**config.mk**
```make
export PLATFORM = sky130hd
export DESIGN_NAME = pixel_color_match_count
export DESIGN_NICKNAME = d
export VERILOG_FILES = /design/src/hdl/pcm_pkg.sv /design/src/hdl/pixel_color_match_count.sv /design/src/hdl/pcm_rule_match.sv
export SDC_FILE = /design/constraint.sdc
export NUM_CORES = 1
export LEC_CHECK = 0
export BUFFER_PORTS_ARGS = -buffer_cell sky130_fd_sc_hd__buf_2
export CAP_MARGIN = 30
export CORE_MARGIN = 2
export CORE_UTILIZATION = 51
export DETAILED_ROUTE_END_ITERATION = 10
export GPL_TIMING_DRIVEN = 0
export PLACE_DENSITY = 0.68
export SYNTH_ARGS = -nofsm -noshare
export SYNTH_HDL_FRONTEND = slang
export SYNTH_SLANG_ARGS = --single-unit
```
**constraint.sdc**
```tcl
create_clock -name clk -period 6.4 [get_ports clk]
set_input_delay 0.32 -clock clk [delete_from_list [all_inputs] [get_ports clk]]
set_output_delay 0.32 -clock clk [all_outputs]
set_load 0.02 [all_outputs]
```
**src/hdl/pcm_pkg.sv**
```systemverilog
// ----------------------------------------------------------------------------
// pcm_pkg
// Shared types, register indexes and constants for the pixel colour match
// counter.
// ----------------------------------------------------------------------------
package pcm_pkg;

	localparam int DEF_NUM_RULES  = 4;
	localparam int DEF_COORD_BITS = 12;

	localparam int RGB_BITS       = 24;
	localparam int CHAN_BITS      = 8;
	localparam int BOUND_BITS     = 16;
	localparam int TOL_BITS       = 8;
	localparam int RCNT_BITS      = 3;
	localparam int RULE_IDX_BITS  = 2;
	localparam int COUNT_BITS     = 25;
	localparam int CFG_INDEX_BITS = 4;
	localparam int CFG_DATA_BITS  = 48;

	localparam logic [COUNT_BITS-1:0] COUNT_MAX = 25'd16777216;
	localparam logic [RCNT_BITS-1:0]  RCNT_RESET = 3'd1;

	typedef enum logic [CFG_INDEX_BITS-1:0] {
		REG_X_BOUNDS  = 4'd0,
		REG_Y_BOUNDS  = 4'd1,
		REG_TOLERANCE = 4'd2,
		REG_RULE_CNT  = 4'd3,
		REG_RULE0     = 4'd4,
		REG_RULE1     = 4'd5,
		REG_RULE2     = 4'd6,
		REG_RULE3     = 4'd7
	} cfg_reg_t;

	typedef struct packed {
		logic [CHAN_BITS-1:0] col_r;
		logic [CHAN_BITS-1:0] col_g;
		logic [CHAN_BITS-1:0] col_b;
		logic [CHAN_BITS-1:0] dlt_r;
		logic [CHAN_BITS-1:0] dlt_g;
		logic [CHAN_BITS-1:0] dlt_b;
	} rule_t;

	typedef struct packed {
		logic [CHAN_BITS-1:0] r;
		logic [CHAN_BITS-1:0] g;
		logic [CHAN_BITS-1:0] b;
	} rgb_t;

endpackage

```
**src/hdl/pixel_color_match_count.sv**
```systemverilog
// ----------------------------------------------------------------------------
// pixel_color_match_count
// Matches raster-order pixels inside a rectangle against colour rules,
// counts matches per frame and latches the first match position.
// ----------------------------------------------------------------------------
//  channel | handshake             | payload
//  --------+-----------------------+----------------------------------------
//  cfg     | cfg_valid / cfg_ready | cfg_index, cfg_data
//  pixel   | in_valid / in_ready   | pixel_rgb, x_pos, y_pos, frame_start
//  result  | out_valid / out_ready | in_region, matched, matched_rule,
//          |                       | match_count, found, found_x, found_y
//
//  One item per clock sustained while out_ready holds. A taken item loads the
//  input register; the result register then loads from it and offers it.
//  The rule compare, region test and counter update sit between the two.
//  A stalled result holds the result register; the input register still
//  takes one more item. cfg_ready is always high.
//  Reset clears the frame state and loads the register reset values.
// ----------------------------------------------------------------------------
module pixel_color_match_count #(
	parameter int NUM_RULES  = pcm_pkg::DEF_NUM_RULES,
	parameter int COORD_BITS = pcm_pkg::DEF_COORD_BITS
) (
	input  logic                                 clk,
	input  logic                                 arst_n,
	input  logic                                 cfg_valid,
	output logic                                 cfg_ready,
	input  logic [pcm_pkg::CFG_INDEX_BITS-1:0]   cfg_index,
	input  logic [pcm_pkg::CFG_DATA_BITS-1:0]    cfg_data,
	input  logic                                 in_valid,
	output logic                                 in_ready,
	input  logic [pcm_pkg::RGB_BITS-1:0]         pixel_rgb,
	input  logic [COORD_BITS-1:0]                x_pos,
	input  logic [COORD_BITS-1:0]                y_pos,
	input  logic                                 frame_start,
	output logic                                 out_valid,
	input  logic                                 out_ready,
	output logic                                 in_region,
	output logic                                 matched,
	output logic [pcm_pkg::RULE_IDX_BITS-1:0]    matched_rule,
	output logic [pcm_pkg::COUNT_BITS-1:0]       match_count,
	output logic                                 found,
	output logic [COORD_BITS-1:0]                found_x,
	output logic [COORD_BITS-1:0]                found_y
);
	import pcm_pkg::*;

	// configuration
	logic [2*BOUND_BITS-1:0] x_bounds_q;
	logic [2*BOUND_BITS-1:0] y_bounds_q;
	logic [TOL_BITS-1:0]     tol_q;
	logic [RCNT_BITS-1:0]    rule_cnt_q;
	rule_t                   rules_q [NUM_RULES];

	// input stage
	logic                    valid_s1;
	rgb_t                    rgb_s1;
	logic [COORD_BITS-1:0]   x_s1;
	logic [COORD_BITS-1:0]   y_s1;
	logic                    start_s1;

	// frame state
	logic [COUNT_BITS-1:0]   count_q;
	logic                    found_q;
	logic [COORD_BITS-1:0]   fx_q;
	logic [COORD_BITS-1:0]   fy_q;

	logic                    advance;
	logic                    take_in;
	logic [BOUND_BITS-1:0]   x_ext;
	logic [BOUND_BITS-1:0]   y_ext;
	logic                    in_rect;
	logic [NUM_RULES-1:0]    rule_hit;
	logic                    hit;
	logic [RULE_IDX_BITS-1:0] which;
	logic [COUNT_BITS-1:0]   cnt_base;
	logic [COUNT_BITS-1:0]   cnt_next;
	logic                    found_base;
	logic [COORD_BITS-1:0]   fx_base;
	logic [COORD_BITS-1:0]   fy_base;
	logic                    found_next;
	logic [COORD_BITS-1:0]   fx_next;
	logic [COORD_BITS-1:0]   fy_next;
	logic [CFG_INDEX_BITS-1:0] rule_sel;

	assign cfg_ready = 1'b1;
	assign rule_sel  = cfg_index - REG_RULE0;

	always_ff @(posedge clk or negedge arst_n) begin
		if (!arst_n) begin
			x_bounds_q <= '0;
			y_bounds_q <= '0;
			tol_q      <= '0;
			rule_cnt_q <= RCNT_RESET;
			for (int i = 0; i < NUM_RULES; i++) begin
				rules_q[i] <= '0;
			end
		end else if (cfg_valid) begin
			case (cfg_index)
				REG_X_BOUNDS:  x_bounds_q <= cfg_data[2*BOUND_BITS-1:0];
				REG_Y_BOUNDS:  y_bounds_q <= cfg_data[2*BOUND_BITS-1:0];
				REG_TOLERANCE: tol_q      <= cfg_data[TOL_BITS-1:0];
				REG_RULE_CNT:  rule_cnt_q <= cfg_data[RCNT_BITS-1:0];
				REG_RULE0, REG_RULE1, REG_RULE2, REG_RULE3: begin
					for (int i = 0; i < NUM_RULES; i++) begin
						if (rule_sel == CFG_INDEX_BITS'(i)) begin
							rules_q[i] <= rule_t'(cfg_data);
						end
					end
				end
				default: ;
			endcase
		end
	end

	assign advance = !out_valid || out_ready;
	assign in_ready = !valid_s1 || advance;
	assign take_in = in_valid && in_ready;

	always_ff @(posedge clk or negedge arst_n) begin
		if (!arst_n) begin
			valid_s1 <= 1'b0;
		end else if (in_ready) begin
			valid_s1 <= in_valid;
		end
	end

	always_ff @(posedge clk) begin
		if (take_in) begin
			rgb_s1   <= rgb_t'(pixel_rgb);
			x_s1     <= x_pos;
			y_s1     <= y_pos;
			start_s1 <= frame_start;
		end
	end

	assign x_ext = BOUND_BITS'(x_s1);
	assign y_ext = BOUND_BITS'(y_s1);
	assign in_rect = (x_ext >= x_bounds_q[BOUND_BITS-1:0])
		&& (x_ext <= x_bounds_q[2*BOUND_BITS-1:BOUND_BITS])
		&& (y_ext >= y_bounds_q[BOUND_BITS-1:0])
		&& (y_ext <= y_bounds_q[2*BOUND_BITS-1:BOUND_BITS]);

	for (genvar g = 0; g < NUM_RULES; g++) begin : g_rule
		pcm_rule_match u_match (
			.pixel     (rgb_s1),
			.rule      (rules_q[g]),
			.tolerance (tol_q),
			.hit       (rule_hit[g])
		);
	end

	always_comb begin
		hit   = 1'b0;
		which = '0;
		for (int i = NUM_RULES - 1; i >= 0; i--) begin
			if (in_rect && rule_hit[i] && (RCNT_BITS'(i) < rule_cnt_q)) begin
				hit   = 1'b1;
				which = RULE_IDX_BITS'(i);
			end
		end
	end

	always_comb begin
		cnt_base   = start_s1 ? '0 : count_q;
		found_base = start_s1 ? 1'b0 : found_q;
		fx_base    = start_s1 ? '0 : fx_q;
		fy_base    = start_s1 ? '0 : fy_q;
		cnt_next   = (hit && cnt_base < COUNT_MAX) ? cnt_base + 1'b1 : cnt_base;
		found_next = found_base || hit;
		fx_next    = (hit && !found_base) ? x_s1 : fx_base;
		fy_next    = (hit && !found_base) ? y_s1 : fy_base;
	end

	always_ff @(posedge clk or negedge arst_n) begin
		if (!arst_n) begin
			count_q   <= '0;
			found_q   <= 1'b0;
			fx_q      <= '0;
			fy_q      <= '0;
			out_valid <= 1'b0;
		end else if (advance) begin
			out_valid <= valid_s1;
			if (valid_s1) begin
				count_q <= cnt_next;
				found_q <= found_next;
				fx_q    <= fx_next;
				fy_q    <= fy_next;
			end
		end
	end

	always_ff @(posedge clk) begin
		if (advance && valid_s1) begin
			in_region    <= in_rect;
			matched      <= hit;
			matched_rule <= which;
		end
	end

	assign match_count = count_q;
	assign found       = found_q;
	assign found_x     = fx_q;
	assign found_y     = fy_q;

endmodule

```
**src/hdl/pcm_rule_match.sv**
```systemverilog
// ----------------------------------------------------------------------------
// pcm_rule_match
// Compares one pixel with one colour rule: every channel must lie within
// the larger of the global tolerance and the rule's own delta.
// ----------------------------------------------------------------------------
module pcm_rule_match (
	input  pcm_pkg::rgb_t                    pixel,
	input  pcm_pkg::rule_t                   rule,
	input  logic [pcm_pkg::TOL_BITS-1:0]     tolerance,
	output logic                             hit
);
	import pcm_pkg::*;

	function automatic logic chan_ok(
		input logic [CHAN_BITS-1:0] p,
		input logic [CHAN_BITS-1:0] c,
		input logic [CHAN_BITS-1:0] delta,
		input logic [TOL_BITS-1:0]  tol
	);
		logic [CHAN_BITS-1:0] diff;
		logic [CHAN_BITS-1:0] lim;
		diff = (p >= c) ? p - c : c - p;
		lim  = (tol > delta) ? tol : delta;
		return diff <= lim;
	endfunction

	assign hit = chan_ok(pixel.r, rule.col_r, rule.dlt_r, tolerance)
		&& chan_ok(pixel.g, rule.col_g, rule.dlt_g, tolerance)
		&& chan_ok(pixel.b, rule.col_b, rule.dlt_b, tolerance);

endmodule

```
==> impl_metrics.toml <==
[status]
status = "finished, final reports clean"

[timing]
slew_headroom_pct = 24.63
timing.fmax_ghz = 0.1634
final-hold-violation-count = 0
final.period_utilization_pct = 95.64
worst_slack_ns = 0.2792
worst_clock_skew_ns = 0.02186
min_period_ns = 6.121
slew_viol_final = 0
finalSetupViolCount = 0
tightest_slew_ns = 1.130

[worst_setup_path]
required_ns = 6.91
cpPeakStageDelay_ns = 0.85
endpoint_kind = "register"
worstSetupPathType = "register to register"
startpoint_type = "register"
arrival_ns = 6.63
worst-path-buf-inv = 3
crit_chain = "clkinv_1 > ha_1 > o22ai_1 > o21bai_1 > a22oi_1 > mux2_2 > ha_1 > and4_1 > nand2b_1 > a21oi_1 > a311oi_2 > o211ai_1 > buf_4 > nand4_4 > nand3_4 > a21oi_4 > buf_4 > mux2i_1"
crit_fanout = 21
critical-path-top-delay-family = "compound AO/OA/AOI/OAI gates"
crit_slowest_cell = "clkinv_1"

[yosys]
synth_top_family_by_area = "adder cells"
synth_area_um2 = 27820
ys_ff_latch = 372
yosys_warnings = 0
synthSimpleGateAreaFrac_pct = 10.71
synthCells = 2890
ys.flop_type = "dfrtp_1"
synth_edf_count = 53
seq_area_frac_synth_pct = 34.42
synth_adder_area_share_pct = 20.66
syn_nets = 3441
synth_xor_xnor_area_share_pct = 2.644
synth_compound_area_share_pct = 13.95
syn_avg_cell_area_um2 = 9.627
async_reset_ff_share_pct = 85.75
synth_cell_type_count = 75
synthMuxAreaShare_pct = 11.89

[route]
viasPerCell = 5.910
dr_wl_met2_um = 38340
num_vias = 23073
wl_per_cell_um = 21.50
drtIter0Drc = 1956
antenna_left = 0
firstDrtPassIters = 8
wl_met3_um = 7121
wl_um = 83950
drt-met1-wl_um = 35070
drc = 0
highest_layer = "met4"

[place]
dpl.cell_count = 3753
port-buffer-count = 160
dp_hpwl_um = 63370
pre_cts_ws_ns = -0.1313
routabilityCongestion = 0.9296

[final_layout]
layout_commonest_cell = "ha_1"
drive_gt1_share_pct = 14.37
fillers = 4594
layout.nets = 3724
seq_area_um2 = 9575
final_cells = 3904
syn_to_final_growth_pct = 14.33
final_cell_mix = "ha_1 (421), inv_1 (339), dfrtp_1 (318), nand2_1 (268), o21ai_0 (244)"
multi_input_area_um2 = 16690
diodes = 0

[global_route]
track_usage_pct = 29.86
grt-ovfl-total = 0
grt_max_degree = 124
grt_pass1_wl_um = 129200
grt_pass1_vias = 23206
antenna_found_initial = 1

[pwr]
p_per_area_nw_per_um2 = 364.6
vdd_drop_max_v = 0.0002268
pwr-share-clk_pct = 21.6
p_seq_share_pct = 27.9
switchingPower_uw = 4814
leakage_uw = 0.01531
switching_share_pct = 41.51
intPower_uw = 6783
p_comb_share_pct = 50.5

[cts]
htreeDepth = 2
cts-buffers-inserted = 44
cts_buffer_depth = 3
cts-root-buf = "clkbuf_16"
path_clk_slew_ns = 0.06
cts_tree = "yes"
cts.sinks = 372
clkLatencyLatePin_ns = 0.61

[die]
dieWidth_um = 237.6
io_pins = 163
start_util_pct = 51.60
core_um2 = 53920
die_area_um2 = 56440
die_height_um = 237.6
core.rowCount = 85

[flow_run]
drv_cap = 0

[min_path]
hold_class = "input pin to register"
## worst reg2reg max path, stage by stage (launching register included)
cell and delay, ns:
dfrtp_1 0.53, clkinv_1 0.86, ha_1 0.57, o22ai_1 0.12
o21bai_1 0.08, a22oi_1 0.82, mux2_2 0.44, ha_1 0.27
and4_1 0.20, nand2b_1 0.12, a21oi_1 0.10, a311oi_2 0.40
o211ai_1 0.15, buf_4 0.20, nand4_4 0.17, nand3_4 0.17
a21oi_4 0.28, buf_4 0.29, mux2i_1 0.27
## power groups by stage
stage               clock (uW)  sequential [uW]  combinational (uW)
floorplan                    0             3150                4170
global placement             0             3260                5340
detailed placement           0             3280                5620
CTS                       2550             3240                5730
global route              2660             3290                6560
finish                    2500             3240                5860
## state kept, by name, summed over array words and instances, names as in the netlist, 2 cells and up
register	cells
x_s1	12
found_y	12
found_x	12
rule_cnt_q	3
y_bounds_q	32
y_s1	12
matched_rule	2
tol_q	8
rgb_s1	24
rules_q	192
x_bounds_q	32
match_count	25
## final timing paths
path	from	end	slack, ns	cells past startpoint
setup / recovery	tol_q[0]	found_x[0]	0.28	18
max in group asynchronous	arst_n	match_count[23]	5.12	3
hold / removal	cfg_data[36]	rules_q[84]	0.03	3
setup reg to reg	tol_q[0]	found_x[0]	0.28	18
min in group asynchronous	arst_n	rules_q[186]	0.28	2
hold reg to reg	x_bounds_q[13]	x_bounds_q[13]	0.50	1
## stage by stage
step                instance area, um^2  hold slack, ns  util [%]  setup TNS, ns  total power, uW
floorplan                         27820         0.02441         -              0             7322
global placement                  29490          0.4755     54.70        -431.19             8607
detailed placement                29650          0.3232     54.99         -1.695             8896
CTS                               31670        0.004528     58.74              0            11510
global route                      31810         0.03092     58.99       -0.01731            12510
finish                            31810         0.02898     58.99              0            11600
## routing by layer
layer	GRT usage (%)	vias to the layer above
li1	-	10748
met1	39.67	11280
met2	47.88	843
met3	6.016	202
met4	11.95	0
met5	0	-
## cell type report
class | instances | area share [%]
clock buffer | 66 | 4.040
sequential | 372 | 30.10
tap | 696 | 2.738
clock inverter | 15 | 0.5153
multi-input combinational | 2100 | 52.47
inverter | 342 | 4.036
timing repair buffer | 237 | 5.137
buffer | 76 | 0.9637
## synthesized netlist by cell type, drive strengths merged, types with 8 or more instances
master / count / area, um^2
ha: 421 / 5268
inv: 341 / 1280
dfrtp: 318 / 7958
nand2: 268 / 1006
o21ai: 261 / 1314
a21oi: 182 / 933.4
mux2: 161 / 1817
mux2i: 149 / 1491
nor2: 74 / 300.3
clkbuf: 60 / 227.7
nand3: 59 / 320.3
xnor2: 55 / 481.7
edfxtp: 53 / 1592
nand4: 46 / 294.0
a21o: 43 / 322.8
o211ai: 36 / 280.3
nor2b: 33 / 206.5
xor2: 29 / 254.0
a31oi: 26 / 177.7
fa: 24 / 480.5
and3: 21 / 131.4
nand2b: 21 / 131.4
nor3: 19 / 95.09
o21a: 19 / 142.6
buf: 16 / 77.57
nor3b: 11 / 82.58
o31ai: 11 / 87.58
or3: 11 / 68.82
and4: 9 / 78.83
nand3b: 9 / 67.56
o21bai: 9 / 67.56
and2: 8 / 50.05
o31a: 8 / 70.07
## logic make-up after synthesis
group / Yosys count
compound gates: 650
xor+xnor: 84
fa+ha+maj: 445
buf+inv: 418
flops: 372
mux: 310
other cells: 1
simple gates: 610
## timing repair
item | in CTS | in global routing
resized for setup | 1 | 8
endpoints found under the hold margin | 115 | 0
hold buffers | 54 | 0
setup buffers | 4 | 11
setup endpoints to repair | 22 | 38
pin swaps | 4 | 3
No activity file was read; power rests on OpenSTA's default activity.
